[config.mk]
export PLATFORM = sky130hd
export DESIGN_NAME = tbc_mul
export DESIGN_NICKNAME = d
export VERILOG_FILES = /design/src/hdl/tbc_pkg.sv /design/src/hdl/tbc_mul.sv
export SDC_FILE = /design/constraint.sdc
export NUM_CORES = 2
export LEC_CHECK = 0
export BUFFER_PORTS_ARGS = -buffer_cell sky130_fd_sc_hd__buf_2
export CORE_MARGIN = 4
export CORE_UTILIZATION = 30
export DETAILED_ROUTE_END_ITERATION = 7
export GPL_TIMING_DRIVEN = 0
export PLACE_DENSITY = 0.57
export SLEW_MARGIN = 10
export SYNTH_ARGS = -nofsm -noshare
export SYNTH_HDL_FRONTEND = slang
export SYNTH_SLANG_ARGS = --single-unit
[constraint.sdc]
create_clock -name clk -period 9.2 [get_ports clk]
set_input_delay 1.84 -clock clk [delete_from_list [all_inputs] [get_ports clk]]
set_output_delay 1.84 -clock clk [all_outputs]
set_load 0.005 [all_outputs]
[src/hdl/tbc_pkg.sv]
// tbc_pkg: shared widths, constants, register indexes and helpers for the
// transformer burden calculator. No dependencies.
`timescale 1ns / 1ps

package tbc_pkg;

    localparam int MUL_W  = 64;
    localparam int PROD_W = 2 * MUL_W;
    localparam int DIV_NW = 96;
    localparam int DIV_DW = 81;
    localparam int DIV_QW = 48;
    localparam int SQ_IW  = 128;
    localparam int SQ_RW  = 64;
    localparam int SQ_CW  = $clog2(SQ_RW + 1);

    localparam logic [47:0] MAX48 = 48'hFFFF_FFFF_FFFF;

    typedef enum logic [2:0] {
        REG_MODE   = 3'd0,
        REG_RANGE  = 3'd1,
        REG_NOMBUR = 3'd2,
        REG_LENGTH = 3'd3,
        REG_CROSS  = 3'd4
    } reg_index_t;

    function automatic logic [31:0] abs32(input logic [31:0] v);
        abs32 = v[31] ? (~v + 32'd1) : v;
    endfunction

endpackage

[src/hdl/tbc_mul.sv]
// tbc_mul: 64x64 unsigned multiplier built from one 32x32 multiplier over
// four partial products. Depends on tbc_pkg.
`timescale 1ns / 1ps

module tbc_mul
    import tbc_pkg::*;
#(
    parameter int W = MUL_W
)
(
    input  logic              clk,
    input  logic              rst_n,
    input  logic              start,
    input  logic [W-1:0]      a,
    input  logic [W-1:0]      b,
    output logic              done,
    output logic [2*W-1:0]    prod
);

    localparam int H = W / 2;

    logic           run_reg;
    logic           done_reg;
    logic [2:0]     cnt_reg;
    logic [W-1:0]   a_reg;
    logic [W-1:0]   b_reg;
    logic [W-1:0]   pp_reg;
    logic [2*W-1:0] acc_reg;
    logic [1:0]     sel;
    logic [1:0]     wgt;
    logic [H-1:0]   a_part;
    logic [H-1:0]   b_part;
    logic [2*W-1:0] pp_shifted;

    assign sel    = cnt_reg[2:1];
    assign wgt    = {1'b0, sel[1]} + {1'b0, sel[0]};
    assign a_part = sel[1] ? a_reg[W-1:H] : a_reg[H-1:0];
    assign b_part = sel[0] ? b_reg[W-1:H] : b_reg[H-1:0];
    assign pp_shifted = {{W{1'b0}}, pp_reg} << (wgt * H);

    always_ff @(posedge clk or negedge rst_n)
    begin
        if (!rst_n)
        begin
            run_reg  <= 1'b0;
            done_reg <= 1'b0;
            cnt_reg  <= '0;
        end
        else
        begin
            done_reg <= 1'b0;
            if (start)
            begin
                run_reg <= 1'b1;
                cnt_reg <= '0;
            end
            else if (run_reg)
            begin
                cnt_reg <= cnt_reg + 3'd1;
                if (cnt_reg == 3'd7)
                begin
                    run_reg  <= 1'b0;
                    done_reg <= 1'b1;
                end
            end
        end
    end

    always_ff @(posedge clk)
    begin
        if (start)
        begin
            a_reg   <= a;
            b_reg   <= b;
            acc_reg <= '0;
        end
        else if (run_reg)
        begin
            if (!cnt_reg[0])
            begin
                pp_reg <= a_part * b_part;
            end
            else
            begin
                acc_reg <= acc_reg + pp_shifted;
            end
        end
    end

    assign done = done_reg;
    assign prod = acc_reg;

endmodule

# --- After elaboration in Yosys (flattened, before gate mapping) ---
# Index checks and enable logic that the tools add are counted.
totals:
  ff_bits: 325
  input_bits: 131
  output_inout_bits: 129
  wordCells: 28
classes:
  add_sub_neg: 3
  mul: 1
  eq_ne: 1
  shift: 1
  mux: 10
  bitwise_logic: 2
  n_reduce_logical: 3
ops:
  columns: ["cell", "n"]
  rows:
  - ["$add A128 B128 Y128", 1]
  - ["$shl A64 B7 Y128", 1]
  - ["$mul A32 B32 Y64", 1]
  - ["$mux W32", 2]
  - ["$mux W1", 6]
  - ["$mux W3", 2]
  - ["$add A3 B1 Y3 const B", 1]
  - ["$eq A3 B3 Y1 const B", 1]
  - ["$reduce_and A3 Y1", 1]
  - ["$add A1 B1 Y2", 1]
  - ["$not A1 Y1", 2]
  - ["$reduce_and A2 Y1", 1]
  - ["$reduce_bool A2 Y1", 1]

# --- Depth between registers and ports, before layout ---
logic_depth:
  depth_word: 4
  depth_mapped: 35

# --- Worst setup path after synthesis ---
# OpenSTA, ideal clock, no wires.
synth_path:
  path_kind: "reg-to-reg"
  start: "reg cnt_reg[1]"
  end: "reg pp_reg[63] (data pin)"
  arrival_time_ps: 8667
  required_ps: 8940
  slack_ps: 273
  stages_incl_launch_ff: 35
  path_buffers: 4
  path_cell_list: "dfrtp_1 -> clkbuf_1 -> buf_1 -> mux2i_1 -> clkbuf_1 -> nor2_1 -> fa_1 -> inv_1 -> fa_1 -> fa_1 -> fa_1 -> inv_1 -> fa_1 -> inv_1 -> fa_1 -> inv_1 -> fa_1 -> inv_1 -> fa_1 -> inv_1 -> ha_1 -> clkbuf_1 -> a21oi_1 -> o21ai_0 -> a21o_1 -> a21o_1 -> a31oi_1 -> a21oi_1 -> o21ai_0 -> o21ai_1 -> a41o_1 -> o21ai_1 -> nor3_1 -> nor3_1 -> xnor2_1"
synth_via:
  elab_chain_len: 2
synth_lines:
  columns: ["element", "line_no", "rtl"]
  rows:
  - ["from (decl)", "tbc_mul.sv:24", "logic [2:0] cnt_reg;"]
  - ["from (signal assigned)", "tbc_mul.sv:59", "cnt_reg <= cnt_reg + 3'd1;"]
  - ["$mux W32", "tbc_mul.sv:38", "assign b_part = sel[0] ? b_reg[W-1:H] : b_reg[H-1:0];"]
  - ["$mul A32 B32 Y64", "tbc_mul.sv:81", "pp_reg <= a_part * b_part;"]
  - ["to (signal assigned)", "tbc_mul.sv:81", null]
  - ["to (decl)", "tbc_mul.sv:27", "logic [W-1:0] pp_reg;"]
# Every way passes these cells.
# A chain may end at the register's enable or synchronous reset.

# --- Final worst setup path ---
layout_path:
  start: "reg cnt_reg[2]"
  end: "reg pp_reg[63] (data pin)"
layout_via:
  elab_chain_len: 2
layout_lines:
  columns: ["element", "line_no", "rtl"]
  rows:
  - ["$mux W32", "tbc_mul.sv:37", "assign a_part = sel[1] ? a_reg[W-1:H] : a_reg[H-1:0];"]
  - ["$mul A32 B32 Y64", "tbc_mul.sv:81", null]
# Every way passes these cells.

==> flow_summary_export.csv <==
group,metric,value,unit
timing,finClkSkew,0.0497,ns
floorplan,ios,260,
clocking,holdBufCountCts,0,
timing,hold_viol,0,
logic_synthesis,synth-async-reset-ratio,1.54,%
timing,max_freq,0.110,GHz
setup_path,end_kind,"register",
place,finalWeightedCongestion,1.02,
setup_path,critical_path_class,"reg -> reg",
worst_hold_path,hold_class,"reg -> reg",
setup_path,cp_slowest_stage_delay,0.59,ns
timing,grt_setup_unrepaired,"true",
clocking,clockRootBuffer,"clkbuf_16",
logic_synthesis,synth_compound_gate_area_share,10.6,%
clocking,tritoncts,"yes",
timing,slew_headroom,25.9,%
floorplan,floorplan.rows,153,
global_routing,grt_start_max_net_pins,70,
global_routing,overflow,0,
logic_synthesis,synth_ff_type,"edfxtp_1",
place,hpwl,191000,um
setup_path,path_common_cell,"fa_1",
final_layout,mostFrequentLayoutCells,"955 x inv_1, 883 x fa_1, 790 x nand2_1, 744 x nor2_1, 386 x ha_1",
logic_synthesis,syn_inst,5917,
final_layout,nets,7736,
clocking,htreeDepth,2,
floorplan,die_h,426,um
place,numPortBuffers,259,
logic_synthesis,muxShareOfSynthArea,3.27,%
drt,remaining_drc_errors,0,
timing,period_minus_slack,9.08,ns
logic_synthesis,synth_top_family_by_area,"adder cells",
logic_synthesis,synth.area.top_cells,"fa_1 34%, edfxtp_1 11%, ha_1 9.4%",
logic_synthesis,synthSimpleGateAreaFrac,14.5,%
setup_path,crit_fanout,10,
logic_synthesis,yosysTopAreaCell,"fa_1",
logic_synthesis,synth-seq-cells,325,
floorplan,die_area,0.182,sq mm
timing,period_share,98.7,%
global_routing,grt_first_pass_wirelength,322000,um
final_layout,fill_cells,18100,
floorplan,die_width,426,um
setup_path,critPathArrivalTime,9.41,ns
logic_synthesis,synth_seq_area_share,16.1,%
logic_synthesis,yosysUniqueCellTypes,75,
global_routing,track_usage,24.7,%
logic_synthesis,synth_area,0.0524,sq mm
logic_synthesis,synth_edf_count,192,
setup_path,cp.required,9.53,ns
timing,tightestPinTransition,1.11,ns
final_layout,postLayoutCellArea,0.0611,sq mm
drt,antenna_left,0,
setup_path,cp_slowest_cell,"fa_2",
floorplan,core_area,0.174,sq mm
setup_path,startpoint_type,"register",
final_layout,syn2layout_area_growth,16.5,%
final_layout,largest_reg_flops,128,
drt,vias,44700,
clocking,cts_buffers,40,
final_layout,layout_commonest_cell,"inv_1",
logic_synthesis,yosysTopAreaCellShare,34.2,%
logic_synthesis,synth_fa_ha_area_share,43.6,%
clocking,clk_path_buf_depth,3,
floorplan,start_util,30.2,%
place,dpl-instance-area,0.0571,sq mm
job,maxCapViolCount,0,
logic_synthesis,syn-num-nets,7338,
final_layout,n_antenna_cell,0,
timing,setup_viol,0,
drt,totalWireLength,227000,um
global_routing,antenna_found_initial,4,
drt,drt_iter0_drc,4113,
logic_synthesis,yosysWarningCount,0,
global_routing,grt_pass1_vias,45600,
logic_synthesis,synth_xor_area_share,2.96,%
clocking,path_clk_slew,0.06,ns
logic_synthesis,synth_area_per_cell,8.86,sq um
drt,firstDrtPassIters,6,
clocking,clk_latency,0.67,ns
drt,via_per_inst,5.15,
drt,wl_per_cell,26.1,um
status,outcome,"finished clean",
timing,slew_viol_final,0,
clocking,clock-sinks,325,
final_layout,final_layout_size_suffix_gt1_share,12.4,%
-- what timing repair did --
action	CTS	global route
endpoints found under the hold margin	0	0
resized for setup	445	131
setup buffers	55	22
pin swaps	8	15
gates cloned	1	3
setup endpoints to repair	52	11
-- metrics by stage --
step / utilization (%) / hold WS, ns / setup WS [ns] / instances / setup TNS [ns]
after floorplan: - / 0.459 / 0.273 / 5917 / 0
after global placement: 32.6 / 0.458 / -3.67 / 8501 / -226.32
after detailed placement: 32.8 / 0.468 / -3.47 / 8526 / -91.99
after CTS: 34.8 / 0.478 / -0.00915 / 8651 / -0.00915
after global routing: 35.1 / 0.489 / -0.0353 / 8672 / -0.0601
final: 35.1 / 0.475 / 0.120 / 8672 / 0
-- worst paths after layout --
kind	from	endpoint	slack [ns]	depth (start not counted)
max	cnt_reg[2]	pp_reg[63]	0.12	31
min	prod[60]	prod[60]	0.47	2
max reg2reg	cnt_reg[2]	pp_reg[63]	0.12	31
min reg2reg	prod[60]	prod[60]	0.47	2
max in group asynchronous	rst_n	cnt_reg[2]	8.02	1
min in group asynchronous	rst_n	cnt_reg[0]	1.00	1
-- Yosys cell counts, types with 20 or more instances --
cell type,instances
a21o_1,114
a21oi_1,318
a22o_1,36
a31oi_1,20
and2_1,44
buf_1,26
clkbuf_1,269
dfxtp_1,128
edfxtp_1,192
fa_1,897
ha_1,393
inv_1,955
mux2_2,64
mux2i_1,98
nand2_1,790
nand2b_1,20
nand3_1,24
nand4_1,66
nor2_1,745
nor2b_1,52
nor3_1,40
o21a_1,32
o21ai_0,156
o21bai_1,56
xnor2_1,114
xor2_1,63
-- layout make-up --
cell class | instances | area (sq um) | area share, %
multi-input combinational | 4339 | 40300 | 66.0
clock buffer | 43 | 1030 | 1.69
buffer | 289 | 1980 | 3.25
sequential | 325 | 8460 | 13.8
timing repair buffer | 365 | 2380 | 3.90
clock inverter | 31 | 429 | 0.703
tap | 2325 | 2910 | 4.76
inverter | 955 | 3580 | 5.87
-- metal layers --
layer	vias up	share of wire, %	GRT usage, %
met3	498	9.4	5.49
met4	2	6.6	13.4
met5	-	0.0057	0
li1	19600	-	-
met2	2246	43	38.1
met1	22400	41	32.1
-- cells by family after synthesis --
| kind of cell | count (synthesis) |
|---|---|
| adder cells (fa/ha/maj) | 1290 |
| flip-flops | 325 |
| AND/OR/NAND/NOR | 1836 |
| multiplexers | 163 |
| XOR/XNOR | 177 |
| buffers and inverters | 1253 |
| AO/OA/AOI/OAI | 873 |
-- critical path, delay by kind of cell, from the launching register on --
family | cells | cell delay (ns)
xor+xnor | 1 | 0.18
compound gates | 9 | 1.76
buf+inv | 7 | 0.93
simple gates | 4 | 0.52
fa+ha+maj | 9 | 4.41
flops | 1 | 0.38
mux | 1 | 0.50
Power is left out: the tool's default activity adds up to more than one toggle a clock period on the data nets, which glitch-free logic cannot reach.
