`src/hdl/tbc_pkg.sv`:
```
// tbc_pkg: shared widths, constants, register indexes and helpers for the
// transformer burden calculator. No dependencies.
`timescale 1ns / 1ps

package tbc_pkg;

    localparam int MUL_W  = 64;
    localparam int PROD_W = 2 * MUL_W;
    localparam int DIV_NW = 96;
    localparam int DIV_DW = 81;
    localparam int DIV_QW = 48;
    localparam int SQ_IW  = 128;
    localparam int SQ_RW  = 64;
    localparam int SQ_CW  = $clog2(SQ_RW + 1);

    localparam logic [47:0] MAX48 = 48'hFFFF_FFFF_FFFF;

    typedef enum logic [2:0] {
        REG_MODE   = 3'd0,
        REG_RANGE  = 3'd1,
        REG_NOMBUR = 3'd2,
        REG_LENGTH = 3'd3,
        REG_CROSS  = 3'd4
    } reg_index_t;

    function automatic logic [31:0] abs32(input logic [31:0] v);
        abs32 = v[31] ? (~v + 32'd1) : v;
    endfunction

endpackage

```
`src/hdl/tbc_sqrt.sv`:
```
// tbc_sqrt: digit-by-digit integer square root, one root bit per cycle.
// Depends on tbc_pkg.
`timescale 1ns / 1ps

module tbc_sqrt
    import tbc_pkg::*;
#(
    parameter int IW = SQ_IW,
    parameter int RW = SQ_RW,
    parameter int CW = SQ_CW
)
(
    input  logic          clk,
    input  logic          rst_n,
    input  logic          start,
    input  logic [IW-1:0] rad,
    input  logic [CW-1:0] iters,
    output logic          done,
    output logic [RW-1:0] root
);

    logic          run_reg;
    logic          done_reg;
    logic [CW-1:0] cnt_reg;
    logic [IW-1:0] rad_reg;
    logic [RW:0]   rem_reg;
    logic [RW-1:0] root_reg;
    logic [RW+2:0] rem_sh;
    logic [RW+2:0] trial;
    logic [RW+2:0] diff;
    logic          ge;

    assign rem_sh = {rem_reg, rad_reg[IW-1:IW-2]};
    assign trial  = {1'b0, root_reg, 2'b01};
    assign ge     = (rem_sh >= trial);
    assign diff   = rem_sh - trial;

    always_ff @(posedge clk or negedge rst_n)
    begin
        if (!rst_n)
        begin
            run_reg  <= 1'b0;
            done_reg <= 1'b0;
            cnt_reg  <= '0;
        end
        else
        begin
            done_reg <= 1'b0;
            if (start)
            begin
                run_reg <= 1'b1;
                cnt_reg <= iters - 1'b1;
            end
            else if (run_reg)
            begin
                if (cnt_reg == '0)
                begin
                    run_reg  <= 1'b0;
                    done_reg <= 1'b1;
                end
                else
                begin
                    cnt_reg <= cnt_reg - 1'b1;
                end
            end
        end
    end

    always_ff @(posedge clk)
    begin
        if (start)
        begin
            rad_reg  <= rad;
            rem_reg  <= '0;
            root_reg <= '0;
        end
        else if (run_reg)
        begin
            rad_reg  <= rad_reg << 2;
            rem_reg  <= ge ? diff[RW:0] : rem_sh[RW:0];
            root_reg <= {root_reg[RW-2:0], ge};
        end
    end

    assign done = done_reg;
    assign root = root_reg;

endmodule

```
`config.mk`:
```
export PLATFORM = sky130hd
export DESIGN_NAME = tbc_sqrt
export DESIGN_NICKNAME = d
export VERILOG_FILES = /design/src/hdl/tbc_pkg.sv /design/src/hdl/tbc_sqrt.sv
export SDC_FILE = /design/constraint.sdc
export NUM_CORES = 1
export LEC_CHECK = 0
export BUFFER_PORTS_ARGS = -buffer_cell sky130_fd_sc_hd__clkbuf_2
export CAP_MARGIN = 20
export CORE_MARGIN = 1.5
export CORE_UTILIZATION = 56
export CTS_BUF_LIST = sky130_fd_sc_hd__clkbuf_2
export CTS_CLUSTER_DIAMETER = 50
export DETAILED_ROUTE_END_ITERATION = 12
export PLACE_DENSITY = 0.78
export SLEW_MARGIN = 20
export SYNTH_ARGS = -nofsm -noshare
export SYNTH_HDL_FRONTEND = slang
export SYNTH_SLANG_ARGS = --single-unit
```
`constraint.sdc`:
```
create_clock -name clk -period 5.7 [get_ports clk]
set_clock_uncertainty 0.2 [all_clocks]
set_input_delay 0.285 -clock clk [delete_from_list [all_inputs] [get_ports clk]]
set_output_delay 0.285 -clock clk [all_outputs]
set_load 0.05 [all_outputs]
```
* Yosys cells after proc, flatten, opt, wreduce, memory -nomap -nowiden
Cells that the tools add are included.
** Operators by class
- Divide/modulo/power cells :: 0
- Muxes and demuxes :: 12
- $lt $le $gt $ge :: 1
- Multipliers :: 0
- Eq/ne operators :: 1
- Reduce and logical (&&, ||, !) cells :: 3
- Add/sub/neg operators :: 3
- Shift operators :: 0
- Bitwise gates (word level) :: 0
** Operator list (count)
- 2-to-1 mux 128 bit :: 2
- >= comparator 67 x 66 -> 1 bit :: 1
- 2-to-1 mux 65 bit :: 1
- subtractor 65 bit :: 1
- 2-to-1 mux 7 bit :: 3
- subtractor 7 x 1 -> 7 bit (second input constant) :: 2
- logical NOT 7 bit :: 1
- 2-to-1 mux 1 bit :: 6
- inequality test 2 bit (second input constant) :: 1
- AND reduction 2 bit :: 1
- nonzero test 2 bit :: 1
** Word-level totals
- Memory bits (read-only) :: 0
- Memories :: 0
- Latch bits :: 0
- RAM bits :: 0
- Register bits :: 266

* Depth between registers and ports, before layout
- Depth after elaboration :: 4
- Depth in mapped cells :: 14

* Worst setup path before layout
No wires, ideal clock.
- Path type :: in2reg
- Start point :: in start
- End point :: reg cnt_reg[5]
- Cell stages on the path :: 9
- Path buffers :: 2
- Arrival time :: 4.557 ns
- Required time :: 5.353 ns
- Setup slack :: 0.796 ns
- Cells stage by stage :: clkbuf_1 -> clkbuf_1 -> nor2_1 -> inv_1 -> nand2_1 -> inv_1 -> o21ai_0 -> nand2_1 -> o21ai_0
** Between the ends
- Longest elaborated chain between the ends :: 2
- Elaborated cells between the ends (all ways) :: 4
- Classes of those cells :: eq/ne (1); mux (1); reduce/logical (2)
** RTL lines
- start, declared :: RTL line tbc_sqrt.sv:15 : input logic start,
- inequality test 2 bit (no source line) / nonzero test 2 bit (equally long branches)
- AND reduction 2 bit (no source line)
- end signal, assigned :: RTL line tbc_sqrt.sv:52 : cnt_reg <= iters - 1'b1;
- end signal, assigned :: RTL line tbc_sqrt.sv:63 : cnt_reg <= cnt_reg - 1'b1;
- end, declared :: RTL line tbc_sqrt.sv:24 : logic [CW-1:0] cnt_reg;
Parallel ways exist; a longest one is shown, timed or not.
A chain may end at the register's enable or synchronous reset.

* Final worst setup path
- Start point :: reg cnt_reg[0]
- End point :: reg cnt_reg[6]
** Between the ends
- Longest elaborated chain between the ends :: 4
- Elaborated cells between the ends (all ways) :: 7
- Classes of those cells :: add/sub (1); eq/ne (1); mux (3); reduce/logical (2)
** RTL lines
- subtractor 7 x 1 -> 7 bit :: RTL line tbc_sqrt.sv:63
- 2-to-1 mux 7 bit :: RTL line tbc_sqrt.sv:56 : if (cnt_reg == '0)
- 2-to-1 mux 7 bit :: RTL line tbc_sqrt.sv:54 : else if (run_reg)
- 2-to-1 mux 7 bit :: RTL line tbc_sqrt.sv:49 : if (start)
Parallel ways exist; a longest one is shown, timed or not. The select of a mux whose other input is x is not followed.

==> impl_metrics.yaml <==
routing:
  wl_um: 51000
  drt_pass1_iterations: 6
  drc_errors: 0
  avgRoutedWirePerCell_um: 21.1
  drtAntennaViolNets: 0
  drt_iter0_drc: 1414
  vias: 14700
  viasPerCell: 6.10
global_routing:
  antenna_found_initial: 2
  overflow: 0
  grt_pass1_wl_um: 76700
  grt_usage: 0.339
  grt_pass1_vias: 14500
  grt_max_degree: 204
sta:
  rsz0062_at_grt: "false"
  drv_slew: 0
  setup_ws_ns: 1.43
  tightest_slew_ns: 1.02
  fin_crit_sh: 0.750
  final.min_clock_period_ns: 4.27
  hold_slack_ns: 0.0191
  finalSetupTns_ns: 0
  setup_violations: 0
  fmax_mhz: 234
  slew_headroom: 0.319
  hold_viol_final: 0
synth:
  yosysMostFrequentCell: "nor2_1"
  synthTopCellsByArea: "edfxtp_1 25%, dfxtp_1 17%, mux2_2 9.2%"
  yosysTopAreaCell: "edfxtp_1"
  async_flop_share: 0.0338
  synth_edf_count: 128
  ys_seq_area_frac: 0.428
  yosys.cell_types.count: 82
  syn_inst: 1604
  netlist.area_leader.share: 0.247
  synth_ff_type: "dfxtp_1"
  syn_area_um2: 15500
  yosys-top-cells-count: "172 x nor2_1, 162 x nand2_1, 129 x dfxtp_1, 128 x edfxtp_1, 127 x mux2_2"
  syn_area_per_cell_um2: 9.69
  synth_nets: 1809
  yosys_warnings: 0
  ys_seq_elements: 266
worst_setup_path:
  crit_start: "cnt_reg[0]$_DFFE_PN0P_"
  worstPathArrival_ns: 4.89
  crit_top_cell: "dlygate4sd3_1"
  reg2reg_setup_slack_ns: 1.43
  r2r_end: "cnt_reg[6]$_DFFE_PN0P_"
  crit_slowest_cell: "dlygate4sd3_1"
  max_stage_delay_ns: 0.64
  cp.depth: 10
  path_buf_inv: 3
  crit_family: "buffers and inverters"
  cp.required_ns: 6.32
  timing.rr.start: "cnt_reg[0]$_DFFE_PN0P_"
  crit_chain: "mux2i_1, ha_1, nand2_1, nor2_1, xor2_1, dlygate4sd3_1, a22oi_1, dlygate4sd3_1, o21ai_0, dlygate4sd3_1"
  endpoint_kind: "flop"
  cp-start-kind: "flop"
  rr_worst_depth: 10
  worstPathMaxFanout: 5
  critPathKind: "flop to flop"
  critPathCapture: "cnt_reg[6]$_DFFE_PN0P_"
layout:
  layout.cells.non_filler: 2415
  largest_register_ffs: 128
  drive_gt1_frac: 0.227
  syn2layout_area_growth_pct: 23.9
  finalNetCount: 2191
clock_tree:
  ctsHoldBuffers: 194
  cts_inserted_buffers: 70
  htree_num_levels: 3
  clkTransAtPathRegs_ns: 0.18
  cts_resized: 0
  cts_tree: "done"
  clockRootBuffer: "clkbuf_2"
  cts_setup_buffers: 0
  clock-sinks: 266
  clk_path_buf_depth: 3
  worst_skew_pair.late_latency_ns: 0.97
placed_design:
  hpwl_um: 26200
  place.port_buffers: 202
  dp_cells: 2091
  routabilityCongestion: 0.904
  post-place-ws_ns: 1.65
floorplan:
  die_area_um2: 28800
  fp.coreArea_um2: 27100
  die_height_um: 170
  pin_count: 203
  die_x_um: 170
  rows: 60
  start_util: 0.573
power:
  p_total_w: 0.00890
  ir_worst_vdd_mv: 0.327
  p_per_area_nw_per_um2: 462
  power.leakage_nw: 8.44
flow_run:
  cap_violations: 0
worst_hold_path:
  min_from: "rad[5]"
  hold_path.class: "primary input to flop"
outcome:
  status: "finished clean"
## layout by cell type, fill, tap and decap left out, types with 8 or more instances in the layout
cell type / n
nor3_1: 18
nand4_1: 31
dlygate4sd3_1: 195
a211oi_1: 17
nand2b_1: 10
a21oi_1: 80
or3_1: 8
inv_1: 88
o211ai_1: 8
nand3_1: 22
ha_1: 67
o21a_1: 14
and2_1: 11
clkbuf_2: 295
a311oi_1: 51
xor2_1: 17
dfxtp_1: 129
xnor2_1: 37
nand4b_1: 8
mux2i_1: 70
nand2_1: 162
o21bai_1: 16
o21ai_0: 61
edfxtp_1: 128
nor2_1: 171
mux2_2: 127
o31ai_1: 9
a21o_1: 26
clkinv_1: 24
dfrtp_1: 8
## routing by layer
| layer | GRT usage | wire length (µm) | vias up |
|---|---|---|---|
| met1 | 0.418 | 19700 | 6882 |
| met4 | 0.147 | 2620 | 0 |
| li1 | - | - | 6671 |
| met2 | 0.563 | 23300 | 967 |
| met3 | 0.0858 | 5290 | 222 |
| met5 | 0 | 0 | - |
## cells by family (layout without fill, tap and decap cells)
group	count (synthesis)	in the layout	synth area share
adder cells (fa/ha/maj)	67	67	0.0539
AO/OA/AOI/OAI	351	351	0.157
AND/OR/NAND/NOR	488	488	0.145
multiplexers	197	197	0.137
other	0	2	0
flip-flops	266	266	0.428
XOR/XNOR	54	54	0.0304
buffers and inverters	181	618	0.0484
## area by class of cell
| class | instances | area [µm²] |
|---|---|---|
| diodes | 2 | 5.00 |
| clock buffers | 94 | 470 |
| clock inverters | 33 | 155 |
| fillers | 1824 | 7850 |
| inverters | 89 | 339 |
| multi-input cells | 1157 | 8140 |
| flip-flops and latches | 266 | 6660 |
| well taps | 372 | 465 |
| repair buffers | 402 | 3020 |
## where the power goes
group | switching, W | internal [W] | leakage (nW) | total (W)
Clock | 0.000981 | 0.000467 | 0.462 | 0.00145
Combinational | 0.00289 | 0.00199 | 5.46 | 0.00488
Sequential | 0.000239 | 0.00234 | 2.52 | 0.00257
Total | 0.00411 | 0.00479 | 8.44 | 0.00890
## worst min path at each step
stage | end | cells after the start | slack, ns
2_1_floorplan | cnt_reg[0]$_DFFE_PN0P_ | 0 | -0.21
3_3_place_gp | cnt_reg[0]$_DFFE_PN0P_ | 1 | -0.04
3_5_place_dp | cnt_reg[0]$_DFFE_PN0P_ | 1 | -0.04
4_1_cts | rad_reg[49]$_DFFE_PP_ | 3 | 0.00008
5_1_grt | rad_reg[93]$_DFFE_PP_ | 3 | 0.005
6_report | rad_reg[5]$_DFFE_PP_ | 3 | 0.02
## per-stage QoR
step	instance area, µm²	utilization
5_1_grt	19300	0.711
3_3_place_gp	16700	0.615
2_1_floorplan	15500	-
6_report	19300	0.711
4_1_cts	19200	0.710
3_5_place_dp	16700	0.615
## worst register-to-register path, cell delays in order (launching register included)
cell and delay, ns:
dfrtp_1 0.46, mux2i_1 0.32, ha_1 0.37, nand2_1 0.19, nor2_1 0.37, xor2_1 0.17
dlygate4sd3_1 0.59, a22oi_1 0.07, dlygate4sd3_1 0.58, o21ai_0 0.18, dlygate4sd3_1 0.64
Power figures use the tool's default switching activity.
