File: config.mk
export PLATFORM = sky130hd
export DESIGN_NAME = tbc_div
export DESIGN_NICKNAME = d
export VERILOG_FILES = /design/src/hdl/tbc_pkg.sv /design/src/hdl/tbc_div.sv
export SDC_FILE = /design/constraint.sdc
export NUM_CORES = 1
export LEC_CHECK = 0
export BUFFER_PORTS_ARGS = -buffer_cell sky130_fd_sc_hd__buf_2
export CORE_ASPECT_RATIO = 2
export CORE_MARGIN = 1.5
export CORE_UTILIZATION = 53
export CTS_CLUSTER_DIAMETER = 120
export CTS_CLUSTER_SIZE = 20
export DETAILED_ROUTE_END_ITERATION = 8
export PLACE_DENSITY = 0.86
export SYNTH_ARGS = -nofsm -noshare
export SYNTH_HDL_FRONTEND = slang
export SYNTH_SLANG_ARGS = --single-unit
export TNS_END_PERCENT = 1
File: constraint.sdc
create_clock -name clk -period 3.1 [get_ports clk]
set_input_delay 0.62 -clock clk [delete_from_list [all_inputs] [get_ports clk]]
set_output_delay 0.62 -clock clk [all_outputs]
set_load 0.02 [all_outputs]
File: src/hdl/tbc_pkg.sv
// tbc_pkg: shared widths, constants, register indexes and helpers for the
// transformer burden calculator. No dependencies.
`timescale 1ns / 1ps

package tbc_pkg;

    localparam int MUL_W  = 64;
    localparam int PROD_W = 2 * MUL_W;
    localparam int DIV_NW = 96;
    localparam int DIV_DW = 81;
    localparam int DIV_QW = 48;
    localparam int SQ_IW  = 128;
    localparam int SQ_RW  = 64;
    localparam int SQ_CW  = $clog2(SQ_RW + 1);

    localparam logic [47:0] MAX48 = 48'hFFFF_FFFF_FFFF;

    typedef enum logic [2:0] {
        REG_MODE   = 3'd0,
        REG_RANGE  = 3'd1,
        REG_NOMBUR = 3'd2,
        REG_LENGTH = 3'd3,
        REG_CROSS  = 3'd4
    } reg_index_t;

    function automatic logic [31:0] abs32(input logic [31:0] v);
        abs32 = v[31] ? (~v + 32'd1) : v;
    endfunction

endpackage

File: src/hdl/tbc_div.sv
// tbc_div: restoring divider, one quotient bit per cycle, saturating.
// Depends on tbc_pkg.
`timescale 1ns / 1ps

module tbc_div
    import tbc_pkg::*;
#(
    parameter int NW = DIV_NW,
    parameter int DW = DIV_DW,
    parameter int QW = DIV_QW
)
(
    input  logic          clk,
    input  logic          rst_n,
    input  logic          start,
    input  logic [NW-1:0] num,
    input  logic [DW-1:0] den,
    output logic          done,
    output logic [QW-1:0] quo,
    output logic          err
);

    localparam int CW = $clog2(NW);

    logic          run_reg;
    logic          done_reg;
    logic [CW-1:0] cnt_reg;
    logic [NW-1:0] num_reg;
    logic [DW-1:0] den_reg;
    logic [DW-1:0] rem_reg;
    logic [QW:0]   q_reg;
    logic          sat_reg;
    logic [DW:0]   rem_sh;
    logic [DW+1:0] diff;
    logic          ge;
    logic [QW:0]   q_next;

    assign rem_sh = {rem_reg, num_reg[NW-1]};
    assign diff   = {1'b0, rem_sh} - {2'b00, den_reg};
    assign ge     = !diff[DW+1];
    assign q_next = {q_reg[QW-1:0], ge};

    always_ff @(posedge clk or negedge rst_n)
    begin
        if (!rst_n)
        begin
            run_reg  <= 1'b0;
            done_reg <= 1'b0;
            cnt_reg  <= '0;
        end
        else
        begin
            done_reg <= 1'b0;
            if (start)
            begin
                if (den == '0)
                begin
                    done_reg <= 1'b1;
                end
                else
                begin
                    run_reg <= 1'b1;
                    cnt_reg <= CW'(NW - 1);
                end
            end
            else if (run_reg)
            begin
                if (cnt_reg == '0)
                begin
                    run_reg  <= 1'b0;
                    done_reg <= 1'b1;
                end
                else
                begin
                    cnt_reg <= cnt_reg - 1'b1;
                end
            end
        end
    end

    always_ff @(posedge clk)
    begin
        if (start)
        begin
            num_reg <= num;
            den_reg <= den;
            rem_reg <= '0;
            q_reg   <= '0;
            sat_reg <= (den == '0);
        end
        else if (run_reg)
        begin
            num_reg <= num_reg << 1;
            rem_reg <= ge ? diff[DW-1:0] : rem_sh[DW-1:0];
            q_reg   <= q_next;
            sat_reg <= sat_reg | q_next[QW];
        end
    end

    assign done = done_reg;
    assign quo  = sat_reg ? {QW{1'b1}} : q_reg[QW-1:0];
    assign err  = sat_reg;

endmodule

# --- Yosys cells after proc, flatten, opt, wreduce, memory -nomap -nowiden ---
# Index checks and enable logic that the tools add are counted.
op_classes:
  add_sub_neg: 2
  multipliers: 0
  n_div: 0
  magnitude_cmp: 0
  eq_ne: 2
  shifts: 0
  muxes: 18
  bitwise: 1
  n_reduce_logical: 5
ops:
  columns: ["op", "count"]
  rows:
  - ["96-bit two-way mux", 2]
  - ["82-bit by 81-bit subtractor with 83-bit output", 1]
  - ["81-bit logical NOT", 1]
  - ["81-bit two-way mux", 1]
  - ["48-bit two-way mux", 1]
  - ["7-bit two-way mux", 4]
  - ["1-bit two-way mux", 10]
  - ["7-bit logical NOT", 1]
  - ["7-bit by 1-bit subtractor with 7-bit output (second input constant)", 1]
  - ["2-bit != test (second input constant)", 2]
  - ["3-bit AND reduction", 1]
  - ["2-bit nonzero test", 1]
  - ["1-bit logical NOT", 1]
  - ["1-bit OR", 1]
totals:
  regBits: 316
  latchBits: 0
  ramBits: 0
  romBits: 0
  out_inout_bits: 50
  word_cells: 36
  n_memories: 0

# --- Depth between registers and ports, before layout ---
# Gate-level depths: netlist of run 1.
depth:
  word_depth: 4
  mapped_depth: 17
  depth_no_buf: 15

# --- Worst setup path after synthesis of run 1 ---
# OpenSTA, ideal clock, no wires.
synth_timing:
  path_type: "input to register"
  from: "input start"
  to: "register sat_reg, in the netlist err (enable)"
  arrival_time_ns: 3.088
  slack_ns: -0.438
  path_stages: 4
  cell_sequence: "clkbuf_1 -> nor2_2 -> clkbuf_1 -> inv_1"
synth_between:
  elab_chain_len: 1
synth_rtl:
  columns: ["item", "line_no", "source"]
  rows:
  - ["from (decl)", "tbc_div.sv:15", "input logic start,"]
  - ["2-bit nonzero test (no line)", null, null]
  - ["to (signal assigned)", "tbc_div.sv:89", "sat_reg <= (den == '0);"]
  - ["to (signal assigned)", "tbc_div.sv:96", "sat_reg <= sat_reg | q_next[QW];"]
  - ["to (decl)", "tbc_div.sv:32", "logic sat_reg;"]
# Every way passes these cells.
# A chain may end at the register's enable or synchronous reset.

# --- Final worst setup path of run 1 ---
layout_timing:
  from: "register num_reg[95]"
  to: "register rem_reg[25]"
layout_between:
  elab_chain_len: 2
layout_rtl:
  columns: ["item", "line_no", "source"]
  rows:
  - ["from (decl)", "tbc_div.sv:28", "logic [NW-1:0] num_reg;"]
  - ["from (signal assigned)", "tbc_div.sv:85", "num_reg <= num;"]
  - ["from (signal assigned)", "tbc_div.sv:93", "num_reg <= num_reg << 1;"]
  - ["82-bit by 81-bit subtractor with 83-bit output", "tbc_div.sv:39", "assign diff = {1'b0, rem_sh} - {2'b00, den_reg};"]
  - ["81-bit two-way mux", "tbc_div.sv:94", "rem_reg <= ge ? diff[DW-1:0] : rem_sh[DW-1:0];"]
  - ["to (signal assigned)", "tbc_div.sv:94", null]
  - ["to (decl)", "tbc_div.sv:30", "logic [DW-1:0] rem_reg;"]
# Every way passes these cells.

==> summary.txt, run 1 <==
GRT
  • Grt ovf: 0
  • Largest net degree at the start of global routing: 98
  • Initial antenna violation count: 1
  • First-pass GRT wire length: 84.73 mm
  • GRT Total Usage: 30.74%
  • Vias in the first global route: 16.65k

Final layout
  • FF+latch area: 0.008157 mm2
  • Commonest cells after routing, fill and taps aside: 245 x buf_4, 228 x buf_2, 206 x nor2_1, 178 x edfxtp_1, 149 x a21oi_1
  • Area growth syn-to-layout: 24.79%
  • Max reg flops: 96
  • N_diodes: 0
  • Filler cell count in the final layout: 2585
  • Nets: 2505
  • Most common cell after layout, fill and taps aside: buf_4
  • Share of cells above drive strength 1: 33.27%
  • Fin util: 66.79%
  • Finished Layout Cells: 2690
  • Area of the multi-input gates: 0.009209 mm2

CTS
  • Clock Tree Root: clkbuf_16
  • Skew-Pair Late Insertion Delay: 0.55 ns
  • H-Tree Depth: 1
  • CTS tree: built
  • CTS buffer count: 19
  • CTS max path bufs: 3
  • TritonCTS Sinks: 316
  • Reg clk slew, reported paths: 0.11 ns

Run
  • Max-cap violations: 0

Drt
  • Metal3 WL: 3.178 mm
  • WL met1: 17.88 mm
  • Routed vias/inst: 5.832
  • Detailed Route Iter0 Violations: 824
  • DRT antenna net count: 0
  • 1st-pass router iterations: 7
  • WL per Instance: 20.28 um
  • WL final: 54.57 mm
  • Drt drc: 0
  • WL met2: 28.97 mm
  • Uppermost routed layer: met5
  • Vias: 15.69k

Critical path
  • Critical path class: flop to flop
  • Critical-path cell list: inv_1 -> ha_2 -> inv_2 -> fa_2 -> a211oi_4 -> o21ai_2 -> and3_4 -> o2111ai_4 -> a31oi_4 -> nor4_4 -> nor2_2 -> a31oi_4 -> buf_12 -> buf_12 -> buf_16 -> nor2_1 -> a21oi_1 -> a211oi_1
  • Crit-path slowest cell: edfxtp_1
  • Setup crit start kind: flop
  • CP delay by family, top: compound AO/OA/AOI/OAI gates
  • Slowest cell delay on critical path: 0.40 ns
  • Setup crit end kind: flop
  • WP data arrival: 3.78 ns
  • CP Depth: 18
  • Worst-path fanout max: 16
  • Required time worst endpoint: 3.48 ns
  • R2R cell count: 18
  • CP bufs+invs: 5

STA
  • Worst setup margin: -0.2938 ns
  • Final worst path period share: 109.5%
  • Setup tns final: -17.06 ns
  • Hold Fails Final Rpt: 0
  • Setup-failing EPs final: 82
  • WHS: 0.2495 ns
  • Achievable frequency: 294.7 MHz
  • Period minus WS final: 3.394 ns
  • Clock skew: 0.02150 ns
  • Slew @ Worst Pin: 0.9619 ns
  • Max Slew Vio Count: 0
  • Slew HR: 35.87%
  • RSZ-0062 raised after global routing: true

Logic synthesis
  • Synthesized area per cell: 9.844 um2
  • Ys flop type: edfxtp_1
  • Yosys cell types: 86
  • Cells after synthesis: 1816
  • Synthesized Nets: 2080
  • Sequential share of the synthesized area: 45.60%
  • Post-synth EDFFs: 178
  • Synthesized flop and latch total: 316
  • Yosys Warn Count: 0
  • Post-Syn Area: 0.01788 mm2
  • Async set-reset flop share out of synthesis: 2.848%

Floorplanning
  • Chip height: 262.7 um
  • Starting Density: 53.52%
  • # IOs: 230
  • Die ar.: 0.03491 mm2
  • Core area: 0.03340 mm2
  • Die X: 132.9 um
  • Site Rows: 95

Run status
  • Outcome: complete, but fails checks
  • Failing checks: setup timing

Power
  • Pwr Density: 857.2 mW/mm2
  • Total chip power: 19.12 mW
  • Peak VDD IR: 551.6 uV
  • Static leakage: 10.27 nW

Placed design
  • Post-DP HPWL: 40.86 mm
  • Routability-driven placement congestion ratio: 1.008
  • Placed cell count: 2644
  • PortBufs: 229

Hold path
  • Hold Crit Class: input port to flop
  • WHS Path Cells: 1
## final cells by class
| type | instances | share of cell area, % |
|---|---|---|
| timing repair buffer | 495 | 15.34 |
| inverter | 110 | 1.868 |
| clock inverter | 1 | 0.03926 |
| tap | 436 | 2.445 |
| multi-input combinational | 1299 | 41.28 |
| clock buffer | 33 | 2.462 |
| sequential | 316 | 36.56 |
## what timing repair did
item                       in CTS  in global routing
pin swaps                      40                 24
resized for setup              35                 44
hold endpoints to repair        9                  0
gates cloned                    4                  0
setup endpoints to repair      82                 82
hold buffers                    1                  0
buffers inserted                6                  1
## routing by layer
layer  up-vias  GRT usage, %
met2       614         58.25
met1      7421         29.19
met5         -             0
li1       7419             -
met3       231         4.977
met4         2         22.45
## worst register-to-register path, stage by stage, from the launching register on
cell and delay (ns):
edfxtp_1 0.40, inv_1 0.08, ha_2 0.19, inv_2 0.04
fa_2 0.36, a211oi_4 0.24, o21ai_2 0.10, and3_4 0.19
o2111ai_4 0.24, a31oi_4 0.17, nor4_4 0.20, nor2_2 0.09
a31oi_4 0.21, buf_12 0.20, buf_12 0.13, buf_16 0.15
nor2_1 0.06, a21oi_1 0.12, a211oi_1 0.08
## cells in the mapped netlist, drive strengths merged, types with 15 or more instances
cell | count | area [um2]
or2 | 52 | 325.3
mux2i | 60 | 600.6
nor2 | 212 | 800.8
nor4 | 24 | 156.4
o211ai | 15 | 117.6
dfxtp | 129 | 2582
xnor2 | 41 | 359.1
ha | 83 | 1039
a21o | 26 | 195.2
o21ai | 89 | 452.9
a21oi | 167 | 869.6
o21a | 18 | 135.1
o21bai | 18 | 135.1
a211oi | 49 | 385.4
buf | 35 | 178.9
nor3 | 23 | 120.1
inv | 109 | 409.1
clkbuf | 56 | 211.5
edfxtp | 178 | 5345
xor2 | 29 | 254.0
nand4 | 31 | 200.2
nand2 | 112 | 420.4
a31oi | 16 | 115.1
mux2 | 98 | 1104
## power by group
group / leakage [nW] / internal (mW) / switching [mW]
Combinational: 7.04 / 5.21 / 5.57
Clock: 0.266 / 1.22 / 1.44
Sequential: 2.97 / 5.17 / 0.501
## final timing paths
path                        startpoint           to  slack [ns]
hold / removal                 den[61]  den_reg[61]        0.25
setup / recovery           num_reg[95]  rem_reg[25]       -0.29
max in group asynchronous        rst_n      run_reg        2.41
setup reg to reg           num_reg[95]  rem_reg[25]       -0.29
min in group asynchronous        rst_n   cnt_reg[6]        0.48
hold reg to reg            rem_reg[47]  rem_reg[47]        0.49
## through the flow
step | setup WS, ns | area (um2)
6_report | -0.2938 | 22310
2_1_floorplan | -0.1341 | 17890
4_1_cts | -0.4729 | 22090
3_5_place_dp | -0.5037 | 21200
3_3_place_gp | -0.3733 | 21200
5_1_grt | -0.4158 | 22310
## cell families (layout without fill, tap and decap cells)
family / Yosys count / in the layout / synth area share [%]
compound gates: 471 / 471 / 17.40
mux: 158 / 158 / 9.533
buf+inv: 201 / 639 / 4.493
flops: 316 / 316 / 45.60
fa+ha+maj: 84 / 84 / 5.921
simple gates: 516 / 516 / 13.62
xor+xnor: 70 / 70 / 3.429
Power figures use the tool's default switching activity.
==> inputs of run 2 (changes only) <==
- CORE_UTILIZATION: 53 -> 45
- PLACE_DENSITY: 0.86 -> 0.76
==> run 2 against run 1 <==
Effect of this change: the run still ends with setup timing left; maximum frequency fell by 1.6%; sequential cell count stayed put; register-to-register slack lost 0.06 ns; global-route usage is 4.0 points lower; final area up 1.7%; core utilization shrank 9.1 points; via count about the same; non-clock buffer count is 45 higher; worst hold slack got worse by 0.0055 ns; cell count rose by 5.1%; clock power hardly changed; critical endpoint is now rem_reg[73]; largest cell class unchanged; largest power group unchanged; highest routed layer unchanged.
==> summary.txt, run 2 (same netlist as run 1, synthesis figures left out) <==
Power
  • Total chip power: 19.01 mW (was 19.12 mW)
  • Internal: 11.59 mW (was 11.61 mW)
  • Logic pwr share: 56.1% (was 56.4%)
  • Clock share of power: 14.1% (was 13.9%)
  • Sw power: 7.420 mW (was 7.514 mW)
  • Pwr Density: 838.2 mW/mm2 (was 857.2 mW/mm2)
  • Sw Share: 39.02% (was 39.29%)
  • Fraction of power consumed by sequential logic: 29.8% (was 29.7%)
  • Peak VDD IR: 669.2 uV (was 551.6 uV)
  • Static leakage: 10.46 nW (was 10.27 nW)

STA
  • Slew @ Worst Pin: 1.004 ns (was 0.9619 ns)
  • Achievable frequency: 289.9 MHz (was 294.7 MHz)
  • Period minus WS final: 3.449 ns (was 3.394 ns)
  • Hold Fails Final Rpt: 0 (unchanged)
  • Setup tns final: -13.05 ns (was -17.06 ns)
  • RSZ-0062 raised after global routing: true (unchanged)
  • Clock skew: 0.03313 ns (was 0.02150 ns)
  • Worst setup margin: -0.3493 ns (was -0.2938 ns)
  • Setup-failing EPs final: 80 (was 82)
  • Final worst path period share: 111.3% (was 109.5%)
  • Max Slew Vio Count: 0 (unchanged)
  • Slew HR: 33.05% (was 35.87%)

Hold path
  • Worst hold endpoint: den_reg[12] (was den_reg[61])
  • Hold Crit Class: input port to flop (unchanged)
  • Hold Crit Start: den[12] (was den[61])
  • WHS Path Cells: 1 (unchanged)

GRT
  • Vias in the first global route: 16.45k (was 16.65k)
  • Grt ovf: 0 (unchanged)
  • GRT Total Usage: 26.77% (was 30.74%)
  • First-pass GRT wire length: 85.17 mm (was 84.73 mm)
  • Initial antenna violation count: 5 (was 1)
  • Largest net degree at the start of global routing: 162 (was 98)

Critical path
  • WP data arrival: 3.92 ns (was 3.78 ns)
  • Setup crit end kind: flop (unchanged)
  • Reg2reg setup slack: -0.35 ns (was -0.29 ns)
  • Critical path class: flop to flop (unchanged)
  • Worst-path fanout max: 10 (was 16)
  • Setup crit start kind: flop (unchanged)
  • R2r startpoint: den_reg[45] (was num_reg[95])
  • Worst R2R End: rem_reg[73] (was rem_reg[25])
  • Required time worst endpoint: 3.57 ns (was 3.48 ns)
  • R2R cell count: 15 (was 18)

Final layout
  • Commonest cells after routing, fill and taps aside: 294 x buf_4, 228 x buf_2, 208 x nor2_1, 178 x edfxtp_1, 157 x a21oi_1 (was 245 x buf_4, 228 x buf_2, 206 x nor2_1, 178 x edfxtp_1, 149 x a21oi_1)
  • Nets: 2550 (was 2505)
  • Area growth syn-to-layout: 26.89% (was 24.79%)
  • Most common cell after layout, fill and taps aside: buf_4 (unchanged)
  • Max reg flops: 96 (unchanged)
  • Share of cells above drive strength 1: 34.28% (was 33.27%)
  • Finished Layout Cells: 2827 (was 2690)

CTS
  • CTS max path bufs: 3 (unchanged)
  • Clock Tree Root: clkbuf_16 (unchanged)
  • Reg clk slew, reported paths: 0.10 ns (was 0.11 ns)
  • Skew-Pair Late Insertion Delay: 0.56 ns (was 0.55 ns)
  • CTS tree: built (unchanged)
  • H-Tree Depth: 1 (unchanged)
  • TritonCTS Sinks: 316 (unchanged)
  • CTS buffer count: 19 (unchanged)

Drt
  • WL met1: 18.41 mm (was 17.88 mm)
  • Routed vias/inst: 5.546 (was 5.832)
  • DRT antenna net count: 0 (unchanged)
  • Uppermost routed layer: met5 (unchanged)
  • Detailed Route Iter0 Violations: 668 (was 824)
  • WL final: 54.73 mm (was 54.57 mm)
  • Vias: 15.68k (was 15.69k)
  • 1st-pass router iterations: 7 (unchanged)
  • WL met2: 28.31 mm (was 28.97 mm)
  • Drt drc: 0 (unchanged)
  • Metal3 WL: 3.077 mm (was 3.178 mm)
  • WL per Instance: 19.36 um (was 20.28 um)

Floorplanning
  • Die X: 143.9 um (was 132.9 um)
  • # IOs: 230 (unchanged)
  • Core area: 0.03931 mm2 (was 0.03340 mm2)
  • Chip height: 284.9 um (was 262.7 um)
  • Starting Density: 45.48% (was 53.52%)
  • Die ar.: 0.04100 mm2 (was 0.03491 mm2)
  • Site Rows: 103 (was 95)

Placed design
  • Placed cell count: 2779 (was 2644)
  • Routability-driven placement congestion ratio: 0.9492 (was 1.008)
  • PortBufs: 229 (unchanged)
  • Post-DP HPWL: 41.74 mm (was 40.86 mm)

Run
  • Max-cap violations: 0 (unchanged)

Run status
  • Outcome: complete, but fails checks (unchanged)
  • Failing checks: setup timing (unchanged)
-- run 2: changes by cell type in the layout (fill, tap and decap cells not counted), moves of 3 or more --
cell	previous run	this run
a211oi_2	0	5
diode_2	0	3
buf_16	7	0
buf_4	245	294
a31oi_2	4	0
a21oi_1	149	157
a31oi_1	10	13
a211oi_1	46	43
nor2_2	6	3
a21oi_2	15	7
ha_2	6	3
-- run 2: per-stage QoR --
stage / utilization [%] / hold WS (ns) / setup WS [ns] / cell area (um2)
5_1_grt: 57.71 / 0.2196 / -0.4769 / 22680
3_3_place_gp: 55.15 / 0.4667 / -0.4908 / 21680
3_5_place_dp: 55.15 / 0.4695 / -0.5319 / 21680
6_report: 57.71 / 0.2440 / -0.3493 / 22680
4_1_cts: 57.13 / 0.2157 / -0.5008 / 22460
2_1_floorplan: - / 0.3244 / -0.1341 / 17890
-- run 2: metal layers --
metal | track usage, % | vias to the layer above
met4 | 19.90 | 2
li1 | - | 7505
met2 | 49.01 | 521
met5 | 0 | -
met1 | 25.73 | 7411
met3 | 5.374 | 239
-- run 2: cell type report --
type / instances / area, um2
tap: 525 / 656.9
clock inverter: 1 / 8.758
fill: 3403 / 16620
inverter: 110 / 416.7
multi-input combinational: 1299 / 9218
clock buffer: 33 / 549.3
timing repair buffer: 540 / 3671
antenna: 3 / 7.507
sequential: 316 / 8157
-- run 2: worst max path at each step --
| stage | startpoint | cells after the start | to | slack [ns] |
|---|---|---|---|---|
| finish | den_reg[45] | 15 | rem_reg[73] | -0.35 |
| global route | num_reg[95] | 16 | rem_reg[64] | -0.48 |
| CTS | num_reg[95] | 17 | rem_reg[8] | -0.50 |
| detailed placement | den_reg[1] | 15 | rem_reg[61] | -0.53 |
| global placement | den_reg[1] | 15 | rem_reg[61] | -0.49 |
| floorplan | num_reg[95] | 15 | rem_reg[80] | -0.13 |
-- run 2: worst max-delay path, cell delays in order (launching register included) --
cell and delay, ns:
edfxtp_1 0.59, inv_2 0.10, ha_4 0.28, nand4_1 0.16, or3_4 0.45, nor2_4 0.12
o21ai_2 0.08, a31oi_4 0.20, nor4_4 0.06, nor2_2 0.18, a31oi_4 0.13, buf_4 0.16
buf_4 0.13, bufbuf_16 0.27, o31a_1 0.31, nor3_2 0.14
-- run 2: what timing repair did --
item,4_1_cts,5_1_grt
cloned,1,0
pin swaps,11,20
endpoints found under the setup margin,82,82
buffers inserted,7,2
hold buffers,1,0
gates resized for setup,22,45
endpoints found under the hold margin,9,0
-- run 2: power groups by stage --
stage / combinational, mW / sequential (mW) / clock (mW)
after floorplan: 5.85 / 5.59 / 0
after global placement: 9.79 / 5.71 / 0
after detailed placement: 9.95 / 5.73 / 0
after CTS: 10.3 / 5.65 / 2.75
after global routing: 11.6 / 5.74 / 2.88
final: 10.7 / 5.67 / 2.68
==> inputs of run 3 (changes only) <==
- RECOVER_POWER: unset -> 100
==> run 3 against run 2 <==
Effect of this change: the flow finishes with violations (capacitance limit, slew limit, setup timing); register-to-register slack about the same; worst hold slack better by 0.0024 ns; count of clock-buffer cells in the layout unchanged; total power about the same; sequential share of layout area up 0.31 points; largest cell class unchanged.
==> summary.txt, run 3 (same netlist as run 1, synthesis figures left out) <==
Run status
  • Outcome: complete, but fails checks (unchanged)
  • Failing checks: capacitance limit, slew limit, setup timing (was setup timing)

Floorplanning
  • # IOs: 230 (unchanged)
  • Chip height: 284.9 um (unchanged)
  • Die X: 143.9 um (unchanged)
  • Site Rows: 103 (unchanged)
  • Starting Density: 45.48% (unchanged)
  • Core area: 0.03931 mm2 (unchanged)
  • Die ar.: 0.04100 mm2 (unchanged)

Placed design
  • PortBufs: 229 (unchanged)
  • Post-DP Area: 0.02168 mm2 (unchanged)
  • Routability-driven placement congestion ratio: 0.9492 (unchanged)
  • Post-Place Setup Slack: -0.5319 ns (unchanged)
  • Post-DP HPWL: 41.74 mm (unchanged)

GRT
  • Vias in the first global route: 16.45k (unchanged)
  • Initial antenna violation count: 4 (was 5)
  • Grt ovf: 0 (unchanged)
  • Largest net degree at the start of global routing: 162 (unchanged)
  • GRT Total Usage: 26.77% (unchanged)
  • First-pass GRT wire length: 85.17 mm (unchanged)

STA
  • Hold Fails Final Rpt: 0 (unchanged)
  • Slew HR: -26.69% (was 33.05%)
  • Final worst path period share: 110.8% (was 111.3%)
  • Achievable frequency: 291.1 MHz (was 289.9 MHz)
  • RSZ-0062 raised after global routing: true (unchanged)
  • Setup-failing EPs final: 171 (was 80)
  • Slew @ Worst Pin: 1.900 ns (was 1.004 ns)
  • Setup tns final: -22.79 ns (was -13.05 ns)
  • Worst setup margin: -0.3348 ns (was -0.3493 ns)
  • Period minus WS final: 3.435 ns (was 3.449 ns)
  • Clock skew: 0.03185 ns (was 0.03313 ns)
  • Max Slew Vio Count: 162 (was 0)

Hold path
  • Hold Crit Class: input port to flop (unchanged)
  • WHS Path Cells: 1 (unchanged)

Critical path
  • Setup crit end kind: flop (unchanged)
  • R2R cell count: 16 (was 15)
  • Setup crit start kind: flop (unchanged)
  • WP data arrival: 3.91 ns (was 3.92 ns)
  • Required time worst endpoint: 3.57 ns (about the same)
  • Critical path class: flop to flop (unchanged)
  • Worst-path fanout max: 10 (unchanged)

CTS
  • CTS buffer count: 19 (unchanged)
  • CTS max path bufs: 3 (unchanged)
  • H-Tree Depth: 1 (unchanged)
  • Skew-Pair Late Insertion Delay: 0.56 ns (about the same)
  • Reg clk slew, reported paths: 0.10 ns (about the same)
  • Clock Tree Root: clkbuf_16 (unchanged)
  • CTS tree: built (unchanged)
  • TritonCTS Sinks: 316 (unchanged)

Final layout
  • Fin util: 57.22% (was 57.71%)
  • Max reg flops: 96 (unchanged)
  • Filler cell count in the final layout: 3463 (was 3403)
  • Fin area: 0.02249 mm2 (was 0.02268 mm2)
  • Most common cell after layout, fill and taps aside: buf_4 (unchanged)
  • Share of cells above drive strength 1: 29.23% (was 34.28%)
  • Area growth syn-to-layout: 25.80% (was 26.89%)
  • Commonest cells after routing, fill and taps aside: 288 x buf_4, 209 x nor2_1, 178 x edfxtp_1, 157 x a21oi_1, 129 x dfxtp_1 (was 294 x buf_4, 228 x buf_2, 208 x nor2_1, 178 x edfxtp_1, 157 x a21oi_1)
  • Nets: 2550 (unchanged)

Drt
  • WL final: 54.72 mm (was 54.73 mm)
  • Vias: 15.62k (was 15.68k)
  • WL per Instance: 19.36 um (about the same)
  • 1st-pass router iterations: 6 (was 7)
  • Routed vias/inst: 5.526 (was 5.546)
  • DRT antenna net count: 0 (unchanged)
  • Drt drc: 0 (unchanged)
  • Detailed Route Iter0 Violations: 637 (was 668)

Power
  • Static leakage: 10.05 nW (was 10.46 nW)
  • Peak VDD IR: 666.9 uV (was 669.2 uV)
  • Pwr Density: 845.0 mW/mm2 (was 838.2 mW/mm2)
  • Total chip power: 19.00 mW (was 19.01 mW)

Run
  • Max-cap violations: 1 (was 0)
## run 3: cell count changes in the layout (fill, tap and decap cells not counted), sizes merged
cell / before / now
buf: 538 / 419
clkbuf: 33 / 152
## run 3: timing repair
| action | CTS | global route |
|---|---|---|
| hold buffers | 1 | 0 |
| pin swaps | 11 | 20 |
| gates cloned | 1 | 0 |
| hold endpoints to repair | 9 | 0 |
| setup buffers | 7 | 2 |
| resized for setup | 22 | 45 |
| setup endpoints to repair | 82 | 82 |
## run 3: worst max-delay path, stage by stage (launching register included)
cell	delay, ns
edfxtp_1	0.33
inv_1	0.05
ha_1	0.33
nand4_2	0.19
o211a_1	0.27
a211oi_2	0.28
buf_4	0.17
a311oi_4	0.10
a31oi_4	0.25
nor4_4	0.06
nor2_2	0.18
a31oi_4	0.13
buf_4	0.16
buf_4	0.13
bufbuf_16	0.27
o31a_1	0.31
nor3_2	0.14
## run 3: final timing paths
check	from	end	slack (ns)
setup / recovery	den_reg[20]	rem_reg[73]	-0.33
min in group asynchronous	rst_n	done	0.58
hold reg to reg	rem_reg[53]	rem_reg[53]	0.48
setup reg to reg	den_reg[20]	rem_reg[73]	-0.33
hold / removal	den[12]	den_reg[12]	0.25
max in group asynchronous	rst_n	run_reg	2.13
## run 3: cell type report
type / instances / area [um2] / share of cell area (%)
multi-input cells: 1299 / 9215 / 40.97
flip-flops and latches: 316 / 8157 / 36.27
repair buffers: 540 / 3480 / 15.47
well taps: 525 / 656.9 / 2.921
clock buffers: 33 / 549.3 / 2.442
inverters: 110 / 416.7 / 1.853
clock inverters: 1 / 8.758 / 0.03894
diodes: 3 / 7.507 / 0.03338
## run 3: routing by layer
layer	vias to the layer above	track usage, %	part of all wire, %
met1	7370	25.73	34
met5	-	0	0.020
met3	227	5.374	5.4
li1	7508	-	-
met2	515	49.01	52
met4	2	19.90	8.8
## run 3: report_power, final
group / switching, mW / internal, mW / total, mW
clock: 1.46 / 1.22 / 2.68
sequential: 0.502 / 5.17 / 5.67
combinational: 5.46 / 5.19 / 10.7
total: 7.42 / 11.6 / 19.0
## run 3: through the flow
stage | instances | hold slack, ns
global route | 2827 | 0.2196
CTS | 2822 | 0.2157
detailed placement | 2779 | 0.4695
floorplan | 1816 | 0.3244
global placement | 2779 | 0.4667
finish | 2827 | 0.2464
